[src/rtl/dds_pkg.sv]
// Shared types and constants for the detection deadzone steering unit.
`timescale 1ns / 1ps

package dds_pkg;

  // Configuration register indexes
  localparam logic [2:0] REG_CONF_THRESHOLD = 3'd0;
  localparam logic [2:0] REG_DEADZONE_WIDTH = 3'd1;
  localparam logic [2:0] REG_LEFT_CODE      = 3'd2;
  localparam logic [2:0] REG_RIGHT_CODE     = 3'd3;
  localparam logic [2:0] REG_FORWARD_CODE   = 3'd4;
  localparam logic [2:0] REG_STOP_CODE      = 3'd5;

  // Configuration reset values
  localparam logic [15:0] RST_CONF_THRESHOLD = 16'd16384;
  localparam logic [6:0]  RST_DEADZONE_WIDTH = 7'd16;
  localparam logic [7:0]  RST_LEFT_CODE      = 8'd1;
  localparam logic [7:0]  RST_RIGHT_CODE     = 8'd2;
  localparam logic [7:0]  RST_FORWARD_CODE   = 8'd3;
  localparam logic [7:0]  RST_STOP_CODE      = 8'd4;

  localparam logic [7:0] PACKET_HEAD = 8'hAA;

  // Command queue between decision stage and byte serializer
  localparam int CMDQ_DEPTH = 4;
  localparam int CMDQ_AW    = 2;
  localparam int CMDQ_CW    = 3;

  // Position within the three-byte packet
  typedef enum logic [2:0] {
    BYTE_HEAD = 3'b001,
    BYTE_CMD  = 3'b010,
    BYTE_INV  = 3'b100
  } byte_pos_t;

endpackage

[src/rtl/detection_deadzone_steering_unit.sv]
// Top level: best-box tracking, deadzone steering decision and packet output.
`timescale 1ns / 1ps

// Flow: an accepted item is captured in the evaluation register and weighed;
//   if it ends a frame with a new command, its packet (head 0xAA) is queued.
// Throughput: one input transaction per cycle; each packet takes three output
//   transactions. Up to four packets queue; in_stall rises only when that
//   command queue (plus the item in the evaluation register) is full.
// Reset (rst_n low, synchronous): config returns to defaults, best box, last
//   sent command, queue and serializer clear.
module detection_deadzone_steering_unit #(
  parameter int MODEL_WIDTH = 96
) (
  input  logic        clk,
  input  logic        rst_n,
  // configuration write port
  input  logic        cfg_wr_en,
  input  logic [2:0]  cfg_index,
  input  logic [15:0] cfg_wdata,
  // input channel
  input  logic        in_valid,
  output logic        in_stall,
  input  logic        in_box_present,
  input  logic [15:0] in_box_confidence,
  input  logic [6:0]  in_box_left,
  input  logic [6:0]  in_box_width,
  input  logic        in_frame_last,
  // result channel
  output logic        out_valid,
  input  logic        out_stall,
  output logic [7:0]  out_tx_byte,
  output logic        out_packet_end
);

  // Screen midpoint as a signed constant, wide enough for band edge math
  localparam int MID = MODEL_WIDTH / 2;
  localparam logic signed [9:0] MID_S = 10'(MID);

  // ---------------- configuration registers ----------------
  logic [15:0] conf_thr_r;
  logic [6:0]  dz_width_r;
  logic [7:0]  left_code_r;
  logic [7:0]  right_code_r;
  logic [7:0]  fwd_code_r;
  logic [7:0]  stop_code_r;

  always_ff @(posedge clk) begin
    if (!rst_n) begin
      conf_thr_r   <= dds_pkg::RST_CONF_THRESHOLD;
      dz_width_r   <= dds_pkg::RST_DEADZONE_WIDTH;
      left_code_r  <= dds_pkg::RST_LEFT_CODE;
      right_code_r <= dds_pkg::RST_RIGHT_CODE;
      fwd_code_r   <= dds_pkg::RST_FORWARD_CODE;
      stop_code_r  <= dds_pkg::RST_STOP_CODE;
    end else if (cfg_wr_en) begin
      // indexes beyond the register list fall through and are ignored
      case (cfg_index)
        dds_pkg::REG_CONF_THRESHOLD: conf_thr_r   <= cfg_wdata;
        dds_pkg::REG_DEADZONE_WIDTH: dz_width_r   <= cfg_wdata[6:0];
        dds_pkg::REG_LEFT_CODE:      left_code_r  <= cfg_wdata[7:0];
        dds_pkg::REG_RIGHT_CODE:     right_code_r <= cfg_wdata[7:0];
        dds_pkg::REG_FORWARD_CODE:   fwd_code_r   <= cfg_wdata[7:0];
        dds_pkg::REG_STOP_CODE:      stop_code_r  <= cfg_wdata[7:0];
        default: ;
      endcase
    end
  end

  // ---------------- input register ----------------
  logic        in_fire;
  logic        s1_valid_r;
  logic        s1_present_r;
  logic [15:0] s1_conf_r;
  logic [6:0]  s1_left_r;
  logic [6:0]  s1_width_r;
  logic        s1_last_r;

  assign in_fire = in_valid && !in_stall;

  always_ff @(posedge clk) begin
    if (!rst_n) begin
      s1_valid_r <= 1'b0;
    end else begin
      s1_valid_r <= in_fire;
    end
  end

  always_ff @(posedge clk) begin
    if (in_fire) begin
      s1_present_r <= in_box_present;
      s1_conf_r    <= in_box_confidence;
      s1_left_r    <= in_box_left;
      s1_width_r   <= in_box_width;
      s1_last_r    <= in_frame_last;
    end
  end

  // ---------------- evaluation: best box and decision ----------------
  logic [15:0] best_conf_r,   best_conf_nxt;
  logic [7:0]  best_centre_r, best_centre_nxt;
  logic        found_r,       found_nxt;
  logic [7:0]  last_cmd_r,    last_cmd_nxt;

  logic        qualify;
  logic [7:0]  box_centre;
  logic [7:0]  upd_centre;
  logic        upd_found;
  logic signed [9:0] centre_s;
  logic signed [9:0] half_s;
  logic [7:0]  cmd;
  logic        push;

  assign box_centre = 8'(s1_left_r) + 8'(s1_width_r[6:1]);
  assign qualify = s1_present_r && (s1_conf_r >= conf_thr_r) && (s1_conf_r > best_conf_r);

  // state after weighing this item's box, before any frame-end clear
  assign upd_centre = qualify ? box_centre : best_centre_r;
  assign upd_found  = qualify || found_r;

  assign centre_s = signed'(10'(upd_centre));
  assign half_s   = signed'(10'(dz_width_r[6:1]));

  always_comb begin
    if (!upd_found) begin
      cmd = stop_code_r;
    end else if (centre_s < MID_S - half_s) begin
      cmd = left_code_r;
    end else if (centre_s > MID_S + half_s) begin
      cmd = right_code_r;
    end else begin
      cmd = fwd_code_r;
    end
  end

  // zero command and repeat command are both suppressed
  assign push = s1_valid_r && s1_last_r && (cmd != 8'd0) && (cmd != last_cmd_r);

  always_comb begin
    best_conf_nxt   = best_conf_r;
    best_centre_nxt = best_centre_r;
    found_nxt       = found_r;
    last_cmd_nxt    = last_cmd_r;
    if (s1_valid_r) begin
      best_centre_nxt = upd_centre;
      if (s1_last_r) begin
        best_conf_nxt = 16'd0;
        found_nxt     = 1'b0;
      end else begin
        best_conf_nxt = qualify ? s1_conf_r : best_conf_r;
        found_nxt     = upd_found;
      end
      if (push) begin
        last_cmd_nxt = cmd;
      end
    end
  end

  always_ff @(posedge clk) begin
    if (!rst_n) begin
      best_conf_r   <= 16'd0;
      best_centre_r <= 8'd0;
      found_r       <= 1'b0;
      last_cmd_r    <= 8'd0;
    end else begin
      best_conf_r   <= best_conf_nxt;
      best_centre_r <= best_centre_nxt;
      found_r       <= found_nxt;
      last_cmd_r    <= last_cmd_nxt;
    end
  end

  // ---------------- command queue ----------------
  logic [7:0]                 cmdq_mem_r [dds_pkg::CMDQ_DEPTH];
  logic [dds_pkg::CMDQ_AW-1:0] wr_ptr_r, rd_ptr_r;
  logic [dds_pkg::CMDQ_CW-1:0] count_r, count_nxt;
  logic                       pop;
  logic                       out_fire;
  logic [dds_pkg::CMDQ_CW-1:0] occupancy;

  // the item in the evaluation register may still push one command
  assign occupancy = count_r + dds_pkg::CMDQ_CW'(s1_valid_r);
  assign in_stall  = (occupancy >= dds_pkg::CMDQ_CW'(dds_pkg::CMDQ_DEPTH));

  always_ff @(posedge clk) begin
    if (push) begin
      cmdq_mem_r[wr_ptr_r] <= cmd;
    end
  end

  always_comb begin
    count_nxt = count_r;
    unique case ({push, pop})
      2'b10:   count_nxt = count_r + 1'b1;
      2'b01:   count_nxt = count_r - 1'b1;
      default: count_nxt = count_r;
    endcase
  end

  always_ff @(posedge clk) begin
    if (!rst_n) begin
      wr_ptr_r <= '0;
      rd_ptr_r <= '0;
      count_r  <= '0;
    end else begin
      if (push) begin
        wr_ptr_r <= wr_ptr_r + 1'b1;
      end
      if (pop) begin
        rd_ptr_r <= rd_ptr_r + 1'b1;
      end
      count_r <= count_nxt;
    end
  end

  // ---------------- packet serializer ----------------
  dds_pkg::byte_pos_t pos_r, pos_nxt;
  logic [7:0]         head_cmd;

  assign head_cmd  = cmdq_mem_r[rd_ptr_r];
  assign out_valid = (count_r != '0);
  assign out_fire  = out_valid && !out_stall;
  assign pop       = out_fire && (pos_r == dds_pkg::BYTE_INV);

  always_comb begin
    out_tx_byte    = dds_pkg::PACKET_HEAD;
    out_packet_end = 1'b0;
    pos_nxt        = pos_r;
    unique case (pos_r)
      dds_pkg::BYTE_HEAD: begin
        out_tx_byte = dds_pkg::PACKET_HEAD;
        if (out_fire) pos_nxt = dds_pkg::BYTE_CMD;
      end
      dds_pkg::BYTE_CMD: begin
        out_tx_byte = head_cmd;
        if (out_fire) pos_nxt = dds_pkg::BYTE_INV;
      end
      dds_pkg::BYTE_INV: begin
        out_tx_byte    = ~head_cmd;
        out_packet_end = 1'b1;
        if (out_fire) pos_nxt = dds_pkg::BYTE_HEAD;
      end
      default: begin
        pos_nxt = dds_pkg::BYTE_HEAD;
      end
    endcase
  end

  always_ff @(posedge clk) begin
    if (!rst_n) begin
      pos_r <= dds_pkg::BYTE_HEAD;
    end else begin
      pos_r <= pos_nxt;
    end
  end

endmodule
[config.mk]
export PLATFORM = sky130hd
export DESIGN_NAME = detection_deadzone_steering_unit
export DESIGN_NICKNAME = d
export VERILOG_FILES = /design/src/rtl/dds_pkg.sv /design/src/rtl/detection_deadzone_steering_unit.sv
export SDC_FILE = /design/constraint.sdc
export NUM_CORES = 1
export LEC_CHECK = 0
export ABC_AREA = 1
export BUFFER_PORTS_ARGS = -buffer_cell sky130_fd_sc_hd__buf_2
export CORE_MARGIN = 2
export CORE_UTILIZATION = 57
export CTS_BUF_LIST = sky130_fd_sc_hd__clkbuf_16
export CTS_CLUSTER_DIAMETER = 50
export CTS_CLUSTER_SIZE = 28
export DETAILED_ROUTE_END_ITERATION = 10
export GPL_TIMING_DRIVEN = 0
export PLACE_DENSITY = 0.86
export REMOVE_ABC_BUFFERS = 1
export SYNTH_ARGS = -nofsm -noshare
export SYNTH_HDL_FRONTEND = slang
export SYNTH_SLANG_ARGS = --single-unit
[constraint.sdc]
create_clock -name clk -period 7.2 [get_ports clk]
set_clock_uncertainty 0.1 [all_clocks]
set_input_delay 1.44 -clock clk [delete_from_list [all_inputs] [get_ports clk]]
set_output_delay 1.44 -clock clk [all_outputs]
set_load 0.01 [all_outputs]
* Word-level counts from Yosys, hierarchy flattened
Memories as Yosys holds them, arrays and structs flattened. A register that Yosys moved wholly into a read port is not among the register bits.
Cells that the tools add are included.
** Storage, ports and cells
- Register bits after elaboration :: 131
- Latch bits :: 0
- RAM bits :: 32
- Bits in read-only memories :: 0
- Input bits :: 56
- Output and inout bits :: 11
- Word-level logic and storage cells :: 92
- Memories :: 1
** Operators by class
- $add $sub $neg :: 8
- Multiply operators :: 0
- Div/mod/pow operators :: 0
- Magnitude comparators :: 5
- Equal/unequal tests :: 14
- Shift operators :: 0
- Mux-type cells :: 18
- Bitwise logic cells :: 1
- Reduce and logical (&&, ||, !) cells :: 25
** Memories
- cmdq_mem_r :: depth 4, bits a word 8, rd ports 1, clocked after memory_dff 1, wr ports 1, line detection_deadzone_steering_unit.sv:173 : logic [7:0] cmdq_mem_r [dds_pkg::CMDQ_DEPTH];
** Operator list (number)
- 2-to-1 mux 16 bit :: 2
- 2-to-1 mux 8 bit :: 4
- >= comparator 16 bit :: 1
- greater-than comparator 16 bit :: 1
- one-hot mux 8 bit (2 select lines) :: 1
- AND reduction 2 bit :: 8
- equality test 3 x 2 -> 1 bit, second input constant :: 3
- equality test 3 bit, second input constant :: 3
- less-than comparator 9 x 7 -> 1 bit :: 1
- 2-to-1 mux 3 bit :: 3
- one-hot mux 3 bit (3 select lines) :: 1
- adder 7 x 6 -> 8 bit :: 1
- greater-than comparator 8 x 7 -> 1 bit :: 1
- logical AND 1 bit :: 8
- inequality test 8 bit :: 1
- inverter 8 bit :: 1
- nonzero test 8 bit :: 1
- adder 6 x 6 -> 7 bit, first input constant :: 1
- subtractor 6 x 6 -> 7 bit, first input constant :: 1
- equality test 3 x 1 -> 1 bit, second input constant :: 2
- inequality test 2 bit, second input constant :: 3
- one-hot mux 3 bit (2 select lines) :: 1
- adder 2 x 1 -> 2 bit, second input constant :: 2
- 2-to-1 mux 1 bit :: 4
- 13 further kinds :: 16

* Logic depth before layout (Yosys ltp)
Gate-level depths: netlist of the first run.
- Word-level depth :: 13
- Depth in mapped cells :: 46
- Mapped depth without buffers :: 45

* Worst setup path before layout of the first run
Ideal clock, no wire load.
- Path type :: reg2reg
- Start point :: reg s1_conf_r[7]
- End point :: reg count_r[2] (netlist bit)
- Library setup time :: 0.122 ns
- Arrival :: 4.666 ns
- Data required time :: 6.978 ns
- Path slack :: 2.312 ns
- Cell stages (with the launch flop) :: 37
- Path buffers :: 2
- Clock period less this slack :: 4.888 ns
- Path through :: edfxtp_1 ha_1 nand2_1 nor2_2 nand4_1 o21a_2 nand3_4 clkbuf_1 a21oi_1 ha_1 a21oi_1 nor2_1 o21ai_0 nand2_1 a21oi_1 inv_1 nand2_1 nand3_1 o211ai_1 nand2_2 buf_6 o21ai_1 inv_1 nand2_1 nand2_2 nor2_1 nand2_1 nor2_1 nor2_2 nand2_1 ha_1 inv_1 fa_1 a21oi_1 o21ai_0 o21ai_0 a21oi_1
** Between the ends
- Word-level cells in the longest chain between the ends :: 13
- Elaborated cells on any way between the ends :: 19
- Those cells by class :: order compare (4); eq/ne (3); mux (5); reduce/logical (7)
** RTL lines
- start, declared :: line detection_deadzone_steering_unit.sv:73 : logic [15:0] s1_conf_r;
- start signal, assigned :: line detection_deadzone_steering_unit.sv:91 : s1_conf_r <= in_box_confidence;
- >= comparator 16 bit :: line detection_deadzone_steering_unit.sv:114 : assign qualify = s1_present_r && (s1_conf_r >= conf_thr_r) && (s1_conf_r > best_conf_r);
- logical AND 1 bit :: line detection_deadzone_steering_unit.sv:114
- logical AND 1 bit * :: line detection_deadzone_steering_unit.sv:114
- 2-to-1 mux 8 bit * :: line detection_deadzone_steering_unit.sv:117 : assign upd_centre = qualify ? box_centre : best_centre_r;
- via upd_centre[1] :: line detection_deadzone_steering_unit.sv:106 : logic [7:0] upd_centre;
- greater-than comparator 8 x 7 -> 1 bit :: line detection_deadzone_steering_unit.sv:128 : end else if (centre_s > MID_S + half_s) begin
- 2-to-1 mux 8 bit :: line detection_deadzone_steering_unit.sv:128
- 2-to-1 mux 8 bit * :: line detection_deadzone_steering_unit.sv:126 : end else if (centre_s < MID_S - half_s) begin
- 2-to-1 mux 8 bit * :: line detection_deadzone_steering_unit.sv:124 : if (!upd_found) begin
- via cmd[2] :: line detection_deadzone_steering_unit.sv:110 : logic [7:0] cmd;
- nonzero test 8 bit :: line detection_deadzone_steering_unit.sv:136 : assign push = s1_valid_r && s1_last_r && (cmd != 8'd0) && (cmd != last_cmd_r);
- logical AND 1 bit :: line detection_deadzone_steering_unit.sv:136
- logical AND 1 bit * :: line detection_deadzone_steering_unit.sv:136
- equality test 2 x 1 -> 1 bit / equality test 2 bit (equally long branches) :: line detection_deadzone_steering_unit.sv:192 : unique case ({push, pop})
- one-hot mux 3 bit (2 select lines) / nonzero test 2 bit (equally long branches)
- end signal, assigned :: line detection_deadzone_steering_unit.sv:211 : count_r <= count_nxt;
- end, declared :: line detection_deadzone_steering_unit.sv:175 : logic [dds_pkg::CMDQ_CW-1:0] count_r, count_nxt;
Mark *: on every way through the listed nets, which the timed path passes. The rest lies on a longest branch.
A chain may end at the register's enable or synchronous reset.

* Worst setup path in the final report of the first run
- Start point :: reg s1_conf_r[15]
- End point :: reg count_r[2] (netlist bit)
The elaborated chain is that of the path after synthesis.

==> key figures, run 1 <==
Status
  – Status: complete, no violations

Critical path
  – CP bufs+invs: 4
  – Most used cell along the critical path: nand2_1
  – Reg2Reg Setup Slack: 1130 ps
  – Worst stage delay on the critical path: 460 ps
  – Critical path class: register to register
  – CP delay by family, top: simple AND/OR/NAND/NOR gates
  – Arrival @ worst endpoint: 6270 ps
  – CP max stage cell: edfxtp_1
  – Startpoint Class: register
  – Crit end category: register
  – CP Data Required Time: 7400 ps
  – Largest fanout on the critical path: 21

Route
  – Via count: 6660
  – Vias per cell: 5.38
  – Antenna Nets Post-Route: 0
  – Initial DRT Pass Iterations: 5
  – DRC Markers: 0
  – DRT iter0 DRCs: 548
  – Per-cell routed wire length: 14.0 um
  – Total wire length: 17300 um

GRT
  – M1 GR Usage: 0.296
  – Antenna violations before repair: 0
  – Vias in the first global route: 6404
  – Largest net degree at the start of global routing: 75
  – Met3 Use GR: 0.0490
  – Total gr overflow: 0
  – Met2 usage: 0.429
  – First-pass GRT wire length: 29000 um
  – Most Crowded Layer GR: met2
  – All-layer global routing usage: 0.243

Synth
  – Most common cell in the netlist: nand2_1
  – Seq/Total Area, Yosys: 0.476
  – Fraction of registers with async set/reset: 0
  – Yosys cell types: 41
  – Syn avg cell area: 8.27 um^2
  – Post-synth EDFFs: 63
  – Netlist Area Pre-Place: 8180 um^2
  – Mapped Cells: 989
  – Leading area contributor after synthesis: dfxtp_1
  – Yosys Warn Count: 0
  – Top post-synthesis cells by count: nand2_1, inv_1, nor2_1, dfxtp_1, o21ai_0
  – Post-synth top flop: dfxtp_1
  – Post-synth top area share: 0.245
  – Synth area leaders: dfxtp_1, edfxtp_1, ha_1, nand2_1, inv_1
  – Synthesized flop and latch total: 163

Final layout
  – Layout Utilization: 0.659
  – Final net count: 1160
  – Layout area overhead: 12.3%
  – Layout cells sized above 1: 0.114
  – Fill cell count: 1107
  – Ant. Diodes: 0

Placed design
  – DP Worst Slack: 1210 ps
  – Routability Congestion: 0.839
  – DP Wirelength: 11500 um
  – Port bufs: 65

Hold path
  – Hold Crit Class: register to register

Clocking
  – Post-CTS setup buffer count: 0
  – Reg clk slew, reported paths: 60 ps
  – Post-CTS sizing: 0
  – Clock Latency Late Sink: 420 ps
  – Num CTS Buffers: 17
  – CTS root buf: clkbuf_16
  – TritonCTS clock tree: done
  – Clock buffer depth: 2
  – # H-tree levels: 4
  – Cts hold-fix bufs: 0
  – CTS sink cnt: 163

STA
  – Crit path time final: 6070 ps
  – Setup TNS: 0 ps
  – Final setup vio count: 0
  – Max Slew Vio Count: 0
  – Fin crit share: 0.842
  – Pin slew with the least headroom to its limit: 1230 ps
  – Hold Vio Cnt, Final: 0
  – Min Hold Slack: 354 ps
  – Setup WS post-layout: 1130 ps
  – Achievable Freq: 165 MHz
  – RSZ-0062 raised after global routing: no
  – Max_slew headroom: 0.177

Floorplan
  – Die X-Extent: 124 um
  – Num ports: 67
  – Die height: 124 um
  – Core area: 13900 um^2
  – Row cnt: 43
  – Initial core utilization: 0.587
  – Die area: 15300 um^2

Power and ir drop
  – PD cells: 236 nW/um^2
  – Sw frac: 0.251
  – Leak pwr: 3.94 nW
  – P_sw: 0.544 mW
  – Reg power frac: 0.468
  – P_int: 1.63 mW
  – Peak supply drop: 0.188 mV
  – Power share of the clock group: 0.408
  – Logic pwr share: 0.124

Run
  – Max Cap Viol: 0
cells by family after synthesis:
kind of cell               Yosys count  share of synthesized area
and+or+nand+nor                    384                      0.205
DFF                                163                      0.476
adders and majority gates           60                     0.0937
AOI/OAI and AO/OA                  203                      0.135
xor gates and xnor gates             9                    0.00964
buffers and inverters              170                     0.0805
placed cells by master (no fill, tap or decap), types with 46 or more instances in the layout:
cell and instances:
nand2_1 166, inv_1 139, nor2_1 126, dfxtp_1 100, o21ai_0 87, a21oi_1 75
buf_2 65, edfxtp_1 63, ha_1 58, nand3_1 46
area by class of cell:
class | instances | area (um^2) | area share
Tap cell | 180 | 225 | 0.0245
Inverter | 141 | 529 | 0.0577
Multi-Input combinational cell | 656 | 3630 | 0.396
Clock inverter | 15 | 150 | 0.0164
Timing Repair Buffer | 65 | 325 | 0.0354
Sequential cell | 163 | 3890 | 0.424
Clock buffer | 17 | 425 | 0.0463
power by group through the flow:
stage	registers [mW]	logic, mW	clock network [mW]
final	1.02	0.269	0.885
after floorplan	1.03	0.188	0
after detailed placement	1.03	0.264	0
after global placement	1.03	0.253	0
after global routing	1.02	0.309	0.933
after CTS	1.02	0.269	0.893
registers in the layout, summed over array words and instances (netlist names), 7 cells and up, named ones only:
register,flops
s1_conf_r,16
left_code_r,8
conf_thr_r,16
right_code_r,8
stop_code_r,8
fwd_code_r,8
best_centre_r,8
s1_left_r,7
best_conf_r,16
cmdq_mem_r,32
last_cmd_r,8
final timing paths:
check / start / end / cells past startpoint
setup / recovery: s1_conf_r[15] / count_r[2] / 37
hold / removal: best_centre_r[0] / best_centre_r[0] / 2
setup reg to reg: s1_conf_r[15] / count_r[2] / 37
hold reg to reg: best_centre_r[0] / best_centre_r[0] / 2
through the flow:
stage,instances,total power [mW],instance area (um^2)
final,1237,2.17,9180
after global routing,1237,2.26,9180
after CTS,1237,2.18,9180
after detailed placement,1205,1.30,8600
after global placement,1205,1.29,8600
after floorplan,960,1.22,8050
worst reg2reg max path, delay by kind of cell, from the launching register on:
family                   cells  cell delay [ps]
AO/OA/AOI/OAI               11             1660
adder cells (fa/ha/maj)      4             1200
buffers and inverters        4              220
flip-flops                   1              460
AND/OR/NAND/NOR             18             2320
layer usage:
metal	vias to the layer above	routed length, um
met2	172	8700
met4	0	244
met1	3092	7550
met3	18	788
li1	3378	-
met5	-	0
No activity file was read; power rests on OpenSTA's default activity.
==> run 2: changes to the inputs <==
Settings changed: CORE_UTILIZATION 57 to 54.
Clock period 7.2 ns to 5.28 ns, I/O delays scaled along.
==> key figures, run 2 (synthesis gave the netlist of run 1 again) <==
Power and ir drop
  – Leak pwr: 4.19 nW (+6.4%)
  – P_int: 2.40 mW (+48%)
  – Peak supply drop: 0.297 mV (+58%)
  – Reg power frac: 0.425 (-0.043)
  – Sw frac: 0.264 (+0.0132)
  – Logic pwr share: 0.156 (+0.032)
  – PD cells: 330 nW/um^2 (+40%)
  – Power share of the clock group: 0.419 (+0.011)
  – P_sw: 0.861 mW (+58%)

STA
  – Max_slew headroom: 0.159 (-0.0173)
  – Fin crit share: 1.01 (+0.171)
  – Achievable Freq: 187 MHz (+13%)
  – Max Slew Vio Count: 0 (unchanged)
  – Crit path time final: 5350 ps (-717 ps)
  – Pin slew with the least headroom to its limit: 1260 ps (+26.0 ps)
  – Final setup vio count: 2 (+2)
  – Setup WS post-layout: -68.6 ps (-1200 ps)
  – Setup TNS: -115 ps (-115 ps)
  – RSZ-0062 raised after global routing: yes
  – Min Hold Slack: 367 ps (+12.5 ps)
  – Hold Vio Cnt, Final: 0 (unchanged)

GRT
  – Total gr overflow: 0 (unchanged)
  – Largest net degree at the start of global routing: 75 (unchanged)
  – First-pass GRT wire length: 30000 um (+3.5%)
  – Antenna violations before repair: 1 (+1)
  – Vias in the first global route: 6618 (+3.3%)
  – All-layer global routing usage: 0.233 (-0.0103)

Placed design
  – Dpl cell area: 8610 um^2 (about the same)
  – Routability Congestion: 0.825 (-1.7%)
  – DP Wirelength: 11800 um (+2.2%)
  – Cell total after placement: 1209 (+0.33%)
  – Port bufs: 65 (unchanged)

Final layout
  – Finished Cell Area: 9890 um^2 (+7.7%)
  – Final cell count without fillers: 1275 (+3.1%)
  – Most frequent cells in the layout: nand2_1, inv_1, nor2_1, dfxtp_1, o21ai_0
  – Commonest non-fill, non-tap cell in the layout: nand2_1
  – Layout area overhead: 20.9%
  – Final net count: 1193 (+2.8%)
  – Top reg by flops: cmdq_mem_r
  – Max FFs per register: 32 (unchanged)
  – Layout cells sized above 1: 0.202 (+0.0874)
  – Fill cell count: 1040 (-6.1%)

Clocking
  – Clock buffer depth: 2 (unchanged)
  – Reg clk slew, reported paths: 60 ps (about the same)
  – TritonCTS clock tree: done
  – Clock Latency Late Sink: 440 ps (+20 ps)
  – Num CTS Buffers: 17 (unchanged)
  – CTS root buf: clkbuf_16
  – # H-tree levels: 4 (unchanged)
  – CTS sink cnt: 163 (unchanged)

Critical path
  – CP bufs+invs: 5 (+1)
  – Arrival @ worst endpoint: 5570 ps (-700 ps)
  – Crit end category: register
  – Worst stage delay on the critical path: 510 ps (+50 ps)
  – Startpoint Class: register
  – CP Data Required Time: 5500 ps (-1900 ps)
  – CP max stage cell: edfxtp_1
  – Critical path class: register to register
  – Largest fanout on the critical path: 8 (-62%)
  – CP delay by family, top: simple AND/OR/NAND/NOR gates
  – Most used cell along the critical path: nand2_1

Floorplan
  – Core area: 14600 um^2 (+5.1%)
  – Die height: 127 um (+2.7%)
  – Row cnt: 44 (+2.3%)
  – Initial core utilization: 0.558 (-0.0284)
  – Die area: 16100 um^2 (+5.4%)
  – Num ports: 67 (unchanged)
  – Die X-Extent: 127 um (+2.7%)

Route
  – Total wire length: 20100 um (+16%)
  – DRC Markers: 0 (unchanged)
  – Per-cell routed wire length: 15.8 um (+13%)
  – Antenna Nets Post-Route: 0 (unchanged)
  – DRT iter0 DRCs: 584 (+6.6%)
  – Initial DRT Pass Iterations: 5 (unchanged)
  – Vias per cell: 5.64 (+4.7%)
  – Via count: 7190 (+8.0%)

Status
  – Status: finished, violations left
  – Failing checks: setup timing

Run
  – Max Cap Viol: 0 (unchanged)

Hold path
  – Hold Crit Class: register to register
[run 2: repair_timing]
item | CTS | global route
resized for setup | 22 | 72
buffers inserted | 10 | 19
cloned | 3 | 1
pin swaps | 11 | 46
hold buffers | 0 | 0
setup endpoints to repair | 35 | 35
[run 2: power by group through the flow]
stage / clock network (mW) / registers (mW) / logic, mW
3_3_place_gp: 0 / 1.41 / 0.343
4_1_cts: 1.37 / 1.38 / 0.407
3_5_place_dp: 0 / 1.41 / 0.358
5_1_grt: 1.42 / 1.39 / 0.557
2_1_floorplan: 0 / 1.40 / 0.257
6_report: 1.37 / 1.39 / 0.507
[run 2: metrics by stage]
stage	worst slack [ps]	total power, mW	utilization
finish	-68.6	3.26	0.675
global route	-391	3.37	0.675
CTS	21.6	3.17	0.645
detailed placement	-715	1.77	0.588
global placement	-543	1.75	0.587
floorplan	226	1.66	-
[run 2: path summary, 6_finish.rpt]
kind	startpoint	endpoint	slack (ps)	cells past startpoint
setup / recovery	s1_conf_r[1]	count_r[2]	-70	40
hold reg to reg	conf_thr_r[3]	conf_thr_r[3]	370	2
setup reg to reg	s1_conf_r[1]	count_r[2]	-70	40
hold / removal	conf_thr_r[3]	conf_thr_r[3]	370	2
[run 2: final cells by class]
class	instances	area [um^2]	share of cell area
clock inverters	15	228	0.0230
diodes	1	2.50	0.000253
flip-flops and latches	163	3890	0.394
clock buffers	17	425	0.0430
inverters	141	532	0.0538
repair buffers	95	588	0.0595
well taps	184	230	0.0233
multi-input cells	659	3990	0.403
[run 2: tightest hold or removal path, cell delays in order (launching register included)]
cell	delay, ps
dfxtp_1	300
inv_1	60
a21oi_1	60
[run 2: per-layer routing]
layer | wire length [um] | vias up | share of wire | GRT usage
li1 | - | 3454 | - | -
met1 | 8150 | 3342 | 0.41 | 0.271
met2 | 10100 | 320 | 0.50 | 0.421
met3 | 1170 | 74 | 0.058 | 0.0482
met4 | 709 | 0 | 0.035 | 0.0937
met5 | 0 | - | 0 | 0
